==> src/design/ffa_pkg.sv <==
package ffa_pkg;

    localparam int FRAMES_DEFAULT = 64;
    localparam int FRAMES_RESET   = 64;

    localparam int CFG_W       = 7;
    localparam int ACTION_W    = 1;
    localparam int PID_W       = 8;
    localparam int PAGE_W      = 10;
    localparam int FRAME_OUT_W = 6;
    localparam int CNT_OUT_W   = 7;
    localparam int PAGED_W     = 32;

    typedef enum logic [ACTION_W-1:0] {
        ACT_FAULT   = 1'b0,
        ACT_RELEASE = 1'b1
    } action_t;

    typedef enum logic {
        ST_OK       = 1'b0,
        ST_NO_FRAME = 1'b1
    } status_t;

    // control broadcast to every cell of the three chains
    typedef struct packed {
        logic init;     // reload pool after a frames_in_use write
        logic shift;    // load-order chain moves one toward the head
        logic load;     // load-order chain takes a new entry at load_pos
        logic mark;     // drop load-order entries owned by the released pid
        logic sort;     // odd-even compaction step
        logic parity;   // which pairs compare this step
        logic pop;      // free chain moves one toward the head
        logic append;   // free chain takes a frame at its tail
        logic write;    // frame ring records a new owner
        logic rotate;   // frame ring turns one place
    } ffa_ctl_t;

endpackage

==> src/design/ffa_frame_cell.sv <==
// One place of the frame ring: used bit and owner of one frame.
module ffa_frame_cell import ffa_pkg::*; #(
    parameter int INDEX   = 0,
    parameter int FRAME_W = 6
) (
    input  logic               clk,
    input  logic               rst_n,
    input  ffa_ctl_t           ctl,
    input  logic [FRAME_W-1:0] wr_frame,
    input  logic [PID_W-1:0]   wr_owner,
    input  logic               right_used,
    input  logic [PID_W-1:0]   right_owner,
    output logic               used,
    output logic [PID_W-1:0]   owner
);
    localparam logic [FRAME_W-1:0] HOME = FRAME_W'(INDEX);

    logic             used_reg, used_next;
    logic [PID_W-1:0] owner_reg, owner_next;

    always_comb
    begin
        used_next  = used_reg;
        owner_next = owner_reg;
        if (ctl.init)
        begin
            used_next = 1'b0;
        end
        else if (ctl.rotate)
        begin
            used_next  = right_used;
            owner_next = right_owner;
        end
        else if (ctl.write && wr_frame == HOME)
        begin
            used_next  = 1'b1;
            owner_next = wr_owner;
        end
    end

    always_ff @(posedge clk or negedge rst_n)
    begin
        if (!rst_n)
            used_reg <= 1'b0;
        else
            used_reg <= used_next;
    end

    always_ff @(posedge clk)
    begin
        owner_reg <= owner_next;
    end

    assign used  = used_reg;
    assign owner = owner_reg;

endmodule

==> config.mk <==
export PLATFORM = sky130hd
export DESIGN_NAME = ffa_frame_cell
export DESIGN_NICKNAME = d
export VERILOG_FILES = /design/src/design/ffa_pkg.sv /design/src/design/ffa_frame_cell.sv
export SDC_FILE = /design/constraint.sdc
export NUM_CORES = 1
export LEC_CHECK = 0
export ABC_CLOCK_PERIOD_IN_PS = 1000
export BUFFER_PORTS_ARGS = -buffer_cell sky130_fd_sc_hd__clkbuf_2
export CAP_MARGIN = 5
export CORE_AREA = 4 4 41 43
export CTS_CLUSTER_DIAMETER = 120
export CTS_CLUSTER_SIZE = 24
export DETAILED_ROUTE_END_ITERATION = 8
export DIE_AREA = 0 0 45 47
export PLACE_DENSITY = 0.7
export REMOVE_ABC_BUFFERS = 1
export SYNTH_ARGS = -nofsm -noshare
export SYNTH_HDL_FRONTEND = slang
export SYNTH_SLANG_ARGS = --single-unit
==> constraint.sdc <==
create_clock -name clk -period 1 [get_ports clk]
set_clock_uncertainty 0.15 [all_clocks]
set_input_delay 0.2 -clock clk [delete_from_list [all_inputs] [get_ports clk]]
set_output_delay 0.2 -clock clk [all_outputs]
set_load 0.02 [all_outputs]
==> reports/metrics.cfg <==
[outcome]
status=finished with violations
violations=setup timing

[grt]
overflow=0
grt_max_degree=12
top_usage_layer=met2
gr-usage-met3_pct=4.21
grtUsageTotal_pct=12.8
grt_pass1_wl_um=1760
grt_use_met2_pct=24.3
antenna_found_initial=0
grt_pass1_vias=432
grtUsageMet1_pct=9.69

[logic_synthesis]
synthCells=26
synth_top_family_by_area=multiplexers
ys_seq_area_share_pct=62.2
syn_area_sq_um=427
syn_area_per_cell_sq_um=16.4
yosys-mux-area-fraction_pct=21.1
yosys.area_share.simple_pct=9.97
synth-compound-area-share_pct=4.69
synthAdderAreaFrac_pct=0
yosysWarnings=0
synth_xor_area_share_pct=0
ys_ff_latch=9
ys_types=11

[timing]
min_period_over_period_pct=115
max_slew.worst_pin.slew_ns=0.223
fin_ws_ns=-0.154
maxSlewViolCount=0
slew_headroom_pct=85.0
rsz0062_at_grt=true
min_period_ns=1.15
setup_viol=18
max_freq_mhz=867
finalHoldViolCount=0

[cells_and_area]
final-seq-area_sq_um=265
utilization_pct=58.3
fill_cells=120
drive_above_1_share_pct=78.9
multi_input_area_sq_um=176
areaGrowthSynthToFinish_pct=77.7
fin_nets=107
fin_area_sq_um=758
largest_reg_flops=8
antenna_cells=0

[worst_hold_path]
hp-start=ctl[9]
whs_path_depth=3
worst_hold_path_type=in -> reg
min_to=used

[detailed_routing]
post_drt_wl_per_cell_um=13.9
via_count=396
wl_um=1190
drtIter0Drc=0
detail-route-antenna-nets=0
drc=0
drtPass1Iterations=1
vias_per_cell=4.60

[setup_path]
critPathMaxStageDelay_ns=0.38
path_max_fanout=1
path_depth=1
cp-end-kind=output port
cp-start-kind=flop
r2r_slack_ns=0
cp_top_family=flip-flops
crit_arrival_ns=0.80
cp.buffers_inverters=1
r2r-start=used
worstPathRequired_ns=0.65
r2r-end=used
r2r_cells=3
crit_chain=buf_2
critPathSlowestCell=edfxtp_1
worst-setup-path-type=reg -> out

[clocking]
insertion_delay_ns=0.25
numCtsBuffers=3
clock_path_buffers=2
ctsHtreeMaxLevel=1
cts_sinks=9
cts-root-buf=clkbuf_4
tritoncts=built
clk_pin_slew_ns=0.06

[floorplan]
io_pins=44
initial_core_util_pct=32.8
num_rows=13
die_y_um=47
coreArea_sq_um=1300
fp.dieW_um=45
dieArea_sq_um=2120

[placed_design]
place_area_sq_um=651
io_buffers=36
place_congestion=0.755
dp_hpwl_um=911

[job]
cap_viol_max_count=0

[power_and_ir_drop]
vdd_drop_max_uv=609
p_leak_nw=0.366
power.density_nw_per_um2=1250

final cells by class:
class | count | share of cell area (%)
tap | 15 | 2.48
timing repair buffer | 42 | 35.3
clock buffer | 4 | 3.47
sequential | 9 | 35.0
multi-input combinational | 15 | 23.3
inverter | 1 | 0.495
stage by stage:
step	setup slack, ns	total power, mW	TNS (ns)	hold slack (ns)	cells
after floorplan	-0.475	0.539	-3.80	-0.246	25
after global placement	-0.367	0.637	-5.02	-0.174	80
after detailed placement	-0.398	0.643	-5.41	-0.171	80
after CTS	-0.166	0.921	-2.31	0.0307	86
after global routing	-0.176	0.994	-2.66	0.0738	86
final	-0.154	0.950	-2.13	0.0651	86
cells by family (layout without fill, tap and decap cells):
logic type	Yosys count	after routing
buffers and inverters	2	47
multiplexers	8	8
AND/OR/NAND/NOR	5	5
AO/OA/AOI/OAI	2	2
flip-flops	9	9
synth_stat cells:
library cell  instances  area (sq um)
a21oi_1               1          5.00
a221oi_2              1          15.0
buf_2                 1          5.00
dfrtp_1               1          25.0
edfxtp_1              8           240
inv_1                 1          3.75
mux2_2                8          90.1
nand2_2               1          6.26
nor2_1                2          7.51
nor3_1                1          5.00
nor4b_4               1          23.8
what timing repair did:
action                                 in CTS  in global routing
pin swaps                                   1                  2
hold buffers                                1                  0
setup endpoints to repair                  17                 19
setup buffers                               1                  1
gates resized for setup                     0                 27
endpoints found under the hold margin       1                  0
routing by layer:
layer | vias up | part of all wire (%) | routed length, um
met5 | - | 0 | 0
met4 | 0 | 4.1 | 49
met3 | 4 | 6.2 | 74
met2 | 15 | 59 | 702
met1 | 188 | 31 | 366
li1 | 189 | - | -
worst max path at each step:
stage                     start       end  slack (ns)
floorplan           wr_frame[2]  owner[0]       -0.47
global placement    wr_frame[2]  owner[2]       -0.37
detailed placement  wr_frame[2]  owner[2]       -0.40
CTS                    owner[6]  owner[6]       -0.17
global route           owner[3]  owner[3]       -0.18
finish                 owner[6]  owner[6]       -0.15
cell usage in the layout (no fill, tap or decap):
cell           instances
clkbuf_2              25
buf_4                  5
dlygate4sd3_1          1
buf_6                  6
a21oi_1                1
buf_2                  4
nor2_1                 1
nor3_1                 1
edfxtp_1               8
clkbuf_1               1
mux2_2                 8
nor4b_4                1
a221oi_4               1
inv_1                  1
clkbuf_4               4
nand2_4                1
dfrtp_1                1
nor2_4                 1
power breakdown:
part | switching [mW] | internal, mW
clock | 0.120 | 0.153
combinational | 0.0989 | 0.124
sequential | 0.0102 | 0.443
(Power assumes the default switching activity.)
