`src/design/ffa_pkg.sv`:
```
package ffa_pkg;

    localparam int FRAMES_DEFAULT = 64;
    localparam int FRAMES_RESET   = 64;

    localparam int CFG_W       = 7;
    localparam int ACTION_W    = 1;
    localparam int PID_W       = 8;
    localparam int PAGE_W      = 10;
    localparam int FRAME_OUT_W = 6;
    localparam int CNT_OUT_W   = 7;
    localparam int PAGED_W     = 32;

    typedef enum logic [ACTION_W-1:0] {
        ACT_FAULT   = 1'b0,
        ACT_RELEASE = 1'b1
    } action_t;

    typedef enum logic {
        ST_OK       = 1'b0,
        ST_NO_FRAME = 1'b1
    } status_t;

    // control broadcast to every cell of the three chains
    typedef struct packed {
        logic init;     // reload pool after a frames_in_use write
        logic shift;    // load-order chain moves one toward the head
        logic load;     // load-order chain takes a new entry at load_pos
        logic mark;     // drop load-order entries owned by the released pid
        logic sort;     // odd-even compaction step
        logic parity;   // which pairs compare this step
        logic pop;      // free chain moves one toward the head
        logic append;   // free chain takes a frame at its tail
        logic write;    // frame ring records a new owner
        logic rotate;   // frame ring turns one place
    } ffa_ctl_t;

endpackage

```
`src/design/ffa_free_cell.sv`:
```
// One slot of the free list; slot count lives in the top level.
module ffa_free_cell import ffa_pkg::*; #(
    parameter int INDEX   = 0,
    parameter int FRAME_W = 6,
    parameter int CNT_W   = 7
) (
    input  logic               clk,
    input  logic               rst_n,
    input  ffa_ctl_t           ctl,
    input  logic [CNT_W-1:0]   append_pos,
    input  logic [FRAME_W-1:0] append_frame,
    input  logic [FRAME_W-1:0] right_frame,
    output logic [FRAME_W-1:0] frame
);
    localparam logic [CNT_W-1:0]   POS  = CNT_W'(INDEX);
    localparam logic [FRAME_W-1:0] HOME = FRAME_W'(INDEX);

    logic [FRAME_W-1:0] frame_reg, frame_next;

    always_comb
    begin
        frame_next = frame_reg;
        if (ctl.init)
            frame_next = HOME;
        else if (ctl.pop)
            frame_next = right_frame;
        else if (ctl.append && append_pos == POS)
            frame_next = append_frame;
    end

    always_ff @(posedge clk or negedge rst_n)
    begin
        if (!rst_n)
            frame_reg <= HOME;
        else
            frame_reg <= frame_next;
    end

    assign frame = frame_reg;

endmodule

```
`config.mk`:
```
export PLATFORM = sky130hd
export DESIGN_NAME = ffa_free_cell
export DESIGN_NICKNAME = d
export VERILOG_FILES = /design/src/design/ffa_pkg.sv /design/src/design/ffa_free_cell.sv
export SDC_FILE = /design/constraint.sdc
export NUM_CORES = 1
export LEC_CHECK = 0
export BUFFER_PORTS_ARGS = -buffer_cell sky130_fd_sc_hd__buf_2
export CORE_AREA = 2 2 39 41
export DETAILED_ROUTE_END_ITERATION = 7
export DIE_AREA = 0 0 41 43
export MAX_ROUTING_LAYER = met4
export PLACE_DENSITY_LB_ADDON = 0.05
export SKIP_LAST_GASP = 1
export SYNTH_ARGS = -nofsm -noshare
export SYNTH_HDL_FRONTEND = slang
export SYNTH_SLANG_ARGS = --single-unit
```
`constraint.sdc`:
```
create_clock -name clk -period 1.75 [get_ports clk]
set_clock_uncertainty 0.2 [all_clocks]
set_input_delay 0.35 -clock clk [delete_from_list [all_inputs] [get_ports clk]]
set_output_delay 0.35 -clock clk [all_outputs]
set_load 0.03 [all_outputs]
```
==> metrics.log <==
[metrics] run status: finished, final reports clean
[metrics] setup violators final: 0
[metrics] number of cells in the design after placement: between 70 and 80
[metrics] average detailed-routed wire length per instance: 13.1 um
[metrics] utilization after layout: about 40%
[metrics] vias after detailed routing: between 300 and 400
[metrics] synthesized area per cell: ~13 um^2
[metrics] fillcell total: roughly 140
[metrics] normalized max-slew margin: between 80% and 90%
[metrics] Worst EP required: around 1.2 ns
[metrics] Final Power: ~0.39 mW
[metrics] drt pass-1 iters: 1
[metrics] kind of start point of the critical path: register
[metrics] number of warnings printed during yosys synthesis: 0
[metrics] library cells used by synthesis: 7
[metrics] Congestion Overflow GR: 0
[metrics] DR iter-0 viols: 0
[metrics] final instance area: between 500 and 600 um^2
[metrics] largest family of logic cells by synthesized area: compound AO/OA/AOI/OAI gates
[metrics] final critical delay including setup and external delays: 1.35 ns
[metrics] multiplexer fraction of the synthesized cell area: between 10% and 20%
[metrics] dpl cell area: ~530 um^2
[metrics] largest driver fanout on the critical path: 2
[metrics] number of max-slew violations in the final report: 0
[metrics] Seq cells post-synth: 6
[metrics] Synth Area in XOR/XNOR: 0%
[metrics] number of I/O port buffers: 29
[metrics] Top-Level Pins: 37
[metrics] area of the multi-input gates: just under 200 um^2
[metrics] ordered list of cells on the worst path: buf_2
[metrics] post-synth net total: between 50 and 60
[metrics] Fin. Hold Viols: 0
[metrics] number of maximum-capacitance violations: 0
[metrics] floorplan die area: approximately 0.0018 mm^2
[metrics] total area of sequential cells: about 150 um^2
[metrics] power density over the cells: approximately 700 mW/mm^2
[metrics] class of the most critical hold timing path: input pin to register
[metrics] RSZ-0062 raised after global routing: no
[metrics] global-route wire length before repair: approximately 1600 um
[metrics] CTS tree: yes
[metrics] fin worst setup slack: between 0.3 and 0.4 ns
[metrics] share of the yosys chip area belonging to registers: ~43%
[metrics] Worst VDD drop: 0.266 mV
[metrics] clock network latency to the later pin of the worst-skew pair: 0.24 ns
[metrics] starting density of the core: between 20% and 30%
[metrics] flop2flop setup slack: between 0.7 and 0.8 ns
[metrics] Remaining DRCs: 0
[metrics] area growth from synthesis to layout: 59.3%
[metrics] Synth Area in Compound Gates: 28.2%
[metrics] CTS buffer count: 3
[metrics] vias in the first global route: between 400 and 500
[metrics] post-placement worst setup slack: ~0.21 ns
[metrics] Post-Syn Area: about 350 um^2
[metrics] cell chosen for the clock root: clkbuf_4
[metrics] synthesized instance count: 28
[metrics] Worst path top cell family by delay: flip-flops
[metrics] Std-Cell Core Area: ~0.0014 mm^2
[metrics] antenna violations before repair: 0
[metrics] average vias per placed instance: 4.94
[metrics] global placement routability congestion: ~0.64
[metrics] CTS H-tree lvls: 1
[metrics] post-cts gate resize count: 0
[metrics] timing-limited maximum frequency: ~740 MHz
[metrics] count of standard-cell rows: 14
[metrics] die width: between 40 and 50 um
[metrics] leakage: ~0.28 nW
[metrics] worst hold margin: between 0.1 and 0.15 ns
[metrics] fraction of layout cells with a size suffix above 1: 59.7%
[metrics] part of the cycle the worst path needs: just under 80%
[metrics] post-CTS setup buffers: 0
[metrics] Crit path buffers/inverters: 1
[metrics] Least-Margin Pin Slew: 0.293 ns
[metrics] element type at the critical path end: primary output
[metrics] maximum number of pins on one net before global-route repair: 14
[metrics] Synth Area in Simple Gates: slightly above 10%
[metrics] overall die height: 43 um
[metrics] number of cells in the finished layout apart from fillers: 78
[metrics] diodes inserted: 0
[metrics] HPWL after detailed placement: 807 um
[metrics] NumNets Final: between 90 and 100
[metrics] count of nets left with antenna violations after detail routing: 0
[metrics] Clock Sink Count: 6
[metrics] stage delay of the slowest cell on the critical path: 0.38 ns
[metrics] CTS clock-pin slew for the worst setup and hold paths: about 0.05 ns
[metrics] Largest register FFs: 6
[metrics] Setup TNS Final: 0 ns
[metrics] arithmetic-cell share of the synthesized area counting full adders, half adders and majority gates: 0%
[metrics] Hold Buf Count CTS: 1
[metrics] critical path class: register to primary output
[metrics] cell with the largest stage delay on the worst path: dfrtp_1
[metrics] CTS max path bufs: 2
[metrics] Critical Path AT: roughly 0.8 ns
[metrics] Final Routed Wirelength: about 1000 um
[metrics] GR Util All Layers: 14.1%
-- layer usage --
layer / vias up / wire length (um) / GRT usage, % / share of wire (%)
met5: - / 0 / - / 0
met2: 20 / 538 / 23.8 / 53
met4: 0 / 0 / 2.00 / 0
met1: 177 / 399 / 13.7 / 39
li1: 188 / - / - / -
met3: 0 / 87 / 7.85 / 8.5
-- worst register-to-register path: stages, from the launching register on --
cell and delay, ns:
dfrtp_1 0.37, a211oi_1 0.19, a211oi_1 0.08
-- final cells by class --
type | instances | share of cell area (%)
Timing Repair Buffer | 32 | 30.5
Tap cell | 16 | 3.59
Clock buffer | 3 | 4.04
Multi-Input combinational cell | 21 | 35.0
Sequential cell | 6 | 26.9
-- power by group --
part | internal, mW | total (mW) | switching [mW]
combinational | 0.0448 | 0.102 | 0.0569
sequential | 0.149 | 0.154 | 0.00515
clock | 0.0778 | 0.131 | 0.0535
total | 0.272 | 0.387 | 0.116
-- layout by cell type (no fill, tap or decap) --
cell type	synthesis	final
a211oi_1	12	12
a21o_2	1	1
buf_2	1	29
buf_4	0	2
clkbuf_4	0	3
dfrtp_1	6	6
dlygate4sd3_1	0	1
mux2i_1	6	6
nor4_4	1	1
nor4b_2	1	1
-- cells in the mapped netlist --
| library cell | count | area [um^2] |
|---|---|---|
| a211oi_1 | 12 | 90.1 |
| dfrtp_1 | 6 | 150 |
| mux2i_1 | 6 | 60.1 |
| a21o_2 | 1 | 8.76 |
| buf_2 | 1 | 5.00 |
| nor4_4 | 1 | 21.3 |
| nor4b_2 | 1 | 15.0 |
-- worst paths after layout --
path | startpoint | end | cells after the start
setup / recovery | frame[5] | frame[5] | 1
hold / removal | ctl[9] | frame[3] | 2
setup reg to reg | frame[0] | frame[0] | 2
hold reg to reg | frame[3] | frame[3] | 2
max in group asynchronous | rst_n | frame[2] | 2
min in group asynchronous | rst_n | frame[3] | 2
-- cell families (layout without fill, tap and decap cells) --
group / after synthesis / in the layout
simple gates: 2 / 2
flops: 6 / 6
buf+inv: 1 / 35
compound gates: 13 / 13
mux: 6 / 6
(Power assumes the default switching activity.)
