==> src/design/ffa_pkg.sv <==
package ffa_pkg;

    localparam int FRAMES_DEFAULT = 64;
    localparam int FRAMES_RESET   = 64;

    localparam int CFG_W       = 7;
    localparam int ACTION_W    = 1;
    localparam int PID_W       = 8;
    localparam int PAGE_W      = 10;
    localparam int FRAME_OUT_W = 6;
    localparam int CNT_OUT_W   = 7;
    localparam int PAGED_W     = 32;

    typedef enum logic [ACTION_W-1:0] {
        ACT_FAULT   = 1'b0,
        ACT_RELEASE = 1'b1
    } action_t;

    typedef enum logic {
        ST_OK       = 1'b0,
        ST_NO_FRAME = 1'b1
    } status_t;

    // control broadcast to every cell of the three chains
    typedef struct packed {
        logic init;     // reload pool after a frames_in_use write
        logic shift;    // load-order chain moves one toward the head
        logic load;     // load-order chain takes a new entry at load_pos
        logic mark;     // drop load-order entries owned by the released pid
        logic sort;     // odd-even compaction step
        logic parity;   // which pairs compare this step
        logic pop;      // free chain moves one toward the head
        logic append;   // free chain takes a frame at its tail
        logic write;    // frame ring records a new owner
        logic rotate;   // frame ring turns one place
    } ffa_ctl_t;

endpackage

==> src/design/ffa_order_cell.sv <==
// One slot of the load-order queue: frame, its owner and page.
module ffa_order_cell import ffa_pkg::*; #(
    parameter int INDEX   = 0,
    parameter int FRAME_W = 6,
    parameter int CNT_W   = 7
) (
    input  logic               clk,
    input  logic               rst_n,
    input  ffa_ctl_t           ctl,
    input  logic [CNT_W-1:0]   load_pos,
    input  logic [FRAME_W-1:0] load_frame,
    input  logic [PID_W-1:0]   load_owner,
    input  logic [PAGE_W-1:0]  load_page,
    input  logic [PID_W-1:0]   rel_pid,
    input  logic               left_valid,
    input  logic               right_valid,
    input  logic [FRAME_W-1:0] right_frame,
    input  logic [PID_W-1:0]   right_owner,
    input  logic [PAGE_W-1:0]  right_page,
    output logic               valid,
    output logic [FRAME_W-1:0] frame,
    output logic [PID_W-1:0]   owner,
    output logic [PAGE_W-1:0]  page
);
    localparam logic [CNT_W-1:0] POS     = CNT_W'(INDEX);
    localparam logic             IDX_LSB = 1'(INDEX % 2);

    logic               valid_reg, valid_next;
    logic [FRAME_W-1:0] frame_reg, frame_next;
    logic [PID_W-1:0]   owner_reg, owner_next;
    logic [PAGE_W-1:0]  page_reg, page_next;

    always_comb
    begin
        valid_next = valid_reg;
        frame_next = frame_reg;
        owner_next = owner_reg;
        page_next  = page_reg;
        if (ctl.init)
        begin
            valid_next = 1'b0;
        end
        else
        begin
            if (ctl.shift)
            begin
                valid_next = right_valid;
                frame_next = right_frame;
                owner_next = right_owner;
                page_next  = right_page;
            end
            else if (ctl.mark)
            begin
                if (valid_reg && owner_reg == rel_pid)
                    valid_next = 1'b0;
            end
            else if (ctl.sort)
            begin
                if (IDX_LSB == ctl.parity)
                begin
                    // left of a pair: pull the neighbor into a hole
                    if (!valid_reg && right_valid)
                    begin
                        valid_next = 1'b1;
                        frame_next = right_frame;
                        owner_next = right_owner;
                        page_next  = right_page;
                    end
                end
                else if (!left_valid && valid_reg)
                begin
                    valid_next = 1'b0;
                end
            end
            if (ctl.load && load_pos == POS)
            begin
                valid_next = 1'b1;
                frame_next = load_frame;
                owner_next = load_owner;
                page_next  = load_page;
            end
        end
    end

    always_ff @(posedge clk or negedge rst_n)
    begin
        if (!rst_n)
            valid_reg <= 1'b0;
        else
            valid_reg <= valid_next;
    end

    always_ff @(posedge clk)
    begin
        frame_reg <= frame_next;
        owner_reg <= owner_next;
        page_reg  <= page_next;
    end

    assign valid = valid_reg;
    assign frame = frame_reg;
    assign owner = owner_reg;
    assign page  = page_reg;

endmodule

==> config.mk <==
export PLATFORM = sky130hd
export DESIGN_NAME = ffa_order_cell
export DESIGN_NICKNAME = d
export VERILOG_FILES = /design/src/design/ffa_pkg.sv /design/src/design/ffa_order_cell.sv
export SDC_FILE = /design/constraint.sdc
export NUM_CORES = 1
export LEC_CHECK = 0
export BUFFER_PORTS_ARGS = -buffer_cell sky130_fd_sc_hd__buf_2
export CORE_AREA = 2 2 60 62
export DETAILED_ROUTE_END_ITERATION = 12
export DIE_AREA = 0 0 62 64
export PLACE_DENSITY = 0.82
export REMOVE_ABC_BUFFERS = 1
export SLEW_MARGIN = 20
export SYNTH_ARGS = -nofsm -noshare
export SYNTH_HDL_FRONTEND = slang
export SYNTH_SLANG_ARGS = --single-unit
==> constraint.sdc <==
create_clock -name clk -period 7.5 [get_ports clk]
set_clock_uncertainty 0.1 [all_clocks]
set_input_delay 0.75 -clock clk [delete_from_list [all_inputs] [get_ports clk]]
set_output_delay 0.75 -clock clk [all_outputs]
set_load 0.1 [all_outputs]
==> reports/results.ini <==
[run_status]
status=finished clean

[timing]
setup_violations=0
worst_pin_slew_ns=0.506
rsz0062_at_grt=false
period_share_pct=27.4
setup_slack_ns=5.44
max_freq_mhz=486
fin_tns_setup_ns=0
slew_headroom_pct=66.5
hold_violations=0
drv_slew=0
fin_crit_ns=2.06

[clock_network]
clock-sinks=25
cts.path.max_buffers=2
clockRootBuffer=clkbuf_4
hold_buffers=0
cts_resized=0
cts_tree=built
clock_latency_ns=0.30
cts_htree_levels=1
path_clk_slew_ns=0.12
postCtsSetupRepairBufs=0
numCtsBuffers=3

[setup_path]
crit_path_start_kind=input pin
cp_slowest_cell=or3b_1
crit_chain=buf_2 > or3b_1 > or2_2 > a21oi_2 > buf_4
crit_type=input pin to flop
critPathTopFamily=simple AND/OR/NAND/NOR gates
cpPeakStageDelay_ns=0.36
arrival_ns=1.95
crit_start=ctl[4]
endpoint_kind=flop
crit_buf_inv=2
worstPathMaxFanout=24
required_ns=7.40
r2r-start=valid$_DFFE_PN0P_

[finish]
largest_register_ffs=10
final_nets=257
num_antenna_cells=0
register_area_sq_um=746
area_growth_pct=41.5
multi_input_area_sq_um=584
n_fill_cell=292
drive_above_1_share_pct=73.2

[drt]
vias=1034
ant_nets=0
drc=0
wl_per_cell_um=12.2
vias_per_cell=4.60
drt-pass1-iter-count=3
drtIter0Drc=47
drt-total-wl_um=2750

[die]
row_count=21
die_x_um=62
io_pins=102
die_h_um=64
start_util_pct=41.1
core_area_sq_mm=0.00328
dieArea_sq_mm=0.00397

[global_route]
grtUsageTotal_pct=13.1
grt_max_degree=26
grt_overflow=0
grt_antenna_before_repair=0
grt_pass1_wl_um=3910
first_global_vias=975

[yosys]
ys_warn_count=0
synth_fa_ha_area_share_pct=0
yosysTopAreaCell=edfxtp_1
syn_inst=79
synth_xor_area_share_pct=5.19
synth.mux.area_fraction_pct=25.6
synth_most_common_cell=edfxtp_1
yosysTopAreaCellShare_pct=53.4
synth_top_family_by_area=multiplexers
yosysSeqAreaShare_pct=55.3
synth-edff-count=24
yosys.area_share.simple_pct=9.18
netlist_area_sq_mm=0.00135
synthTopCellsByCount=edfxtp_1 (24), mux2_4 (20), xnor2_1 (8)
synth_ff_type=edfxtp_1
synthArstFlopShare_pct=4.00
synth_cell_type_count=22
synth_seq_cells=25
synth-compound-area-share_pct=3.06
ys_top_cells_by_area=edfxtp_1 (53%), mux2_4 (22%), xnor2_1 (5.2%)
syn_avg_cell_area_sq_um=17.1

[hold_path]
hp-class=input pin to async pin

[pwr]
p_leak_nw=0.923
ir_drop_mv=0.0964
p_per_area_mw_per_mm2=185

[placed_design]
place_congestion=0.610
numPortBuffers=97
dp_hpwl_um=2230
place_ws_ns=5.09

[run]
maxCapViolCount=0

cell type report:
cell class,count,area share (%)
Multi-Input combinational cell,52,30.6
Clock inverter,1,0.262
Tap cell,46,3.02
Sequential cell,25,39.1
Clock buffer,3,1.18
Timing Repair Buffer,98,25.8
metal layers:
layer  part of all wire [%]  track usage [%]  up-vias
li1                       -                -      507
met1                     38             13.2      465
met2                     52             25.5       60
met3                    9.8             2.43        2
met4                   0.36             3.99        0
met5                      0                0        -
worst register-to-register path, cell delays in order (launching register included):
cell	delay, ns
dfrtp_1	0.44
or3b_1	0.40
or2_2	0.29
a21oi_2	0.12
buf_4	0.31
placed cells by master (no fill, tap or decap), drive strengths merged:
master  Yosys  routed
a211oi      1       1
a21oi       3       3
buf         2      98
clkbuf      0       3
clkinv      0       1
dfrtp       1       1
edfxtp     24      24
mux2       24      24
nand2       2       2
nand2b      1       1
nand3       2       2
nand3b      2       2
nand4       1       1
nor2b       1       1
nor3        1       1
nor4        1       1
nor4b       1       1
o311a       1       1
o32ai       1       1
or2         1       1
or3b        1       1
xnor2       8       8
kinds of logic (layout without fill, tap and decap cells):
family / count (synthesis) / count (layout)
mux: 24 / 24
buf+inv: 2 / 102
compound gates: 6 / 6
simple gates: 14 / 14
xor+xnor: 8 / 8
flops: 25 / 25
metrics by stage:
stage	util [%]	cell area, sq um	instances	power [W]	hold slack (ns)
6_report	58.1	1910	225	0.000353	0.0962
5_1_grt	58.1	1910	225	0.000371	0.0571
4_1_cts	58.1	1910	225	0.000359	0.0727
3_5_place_dp	57.3	1880	221	0.000300	0.430
3_3_place_gp	57.3	1880	221	0.000298	0.429
2_1_floorplan	-	1330	77	0.000267	0.354
final timing paths:
check                               endpoint  slack (ns)  cells past startpoint
max                        page[4]$_DFFE_PP_        5.44                      5
min                        valid$_DFFE_PN0P_         0.1                      1
max reg2reg                page[4]$_DFFE_PP_        5.53                      4
min reg2reg                valid$_DFFE_PN0P_        0.54                      2
max in group asynchronous  valid$_DFFE_PN0P_        7.12                      1
min in group clk           valid$_DFFE_PN0P_        0.54                      2
report_power, final:
group	total (W)	leakage (nW)	internal, W	switching [W]
Clock	0.0000570	0.0177	0.0000199	0.0000371
Combinational	0.000127	0.666	0.0000342	0.0000925
Sequential	0.000169	0.239	0.000165	0.00000411
Power figures use the tool's default switching activity.
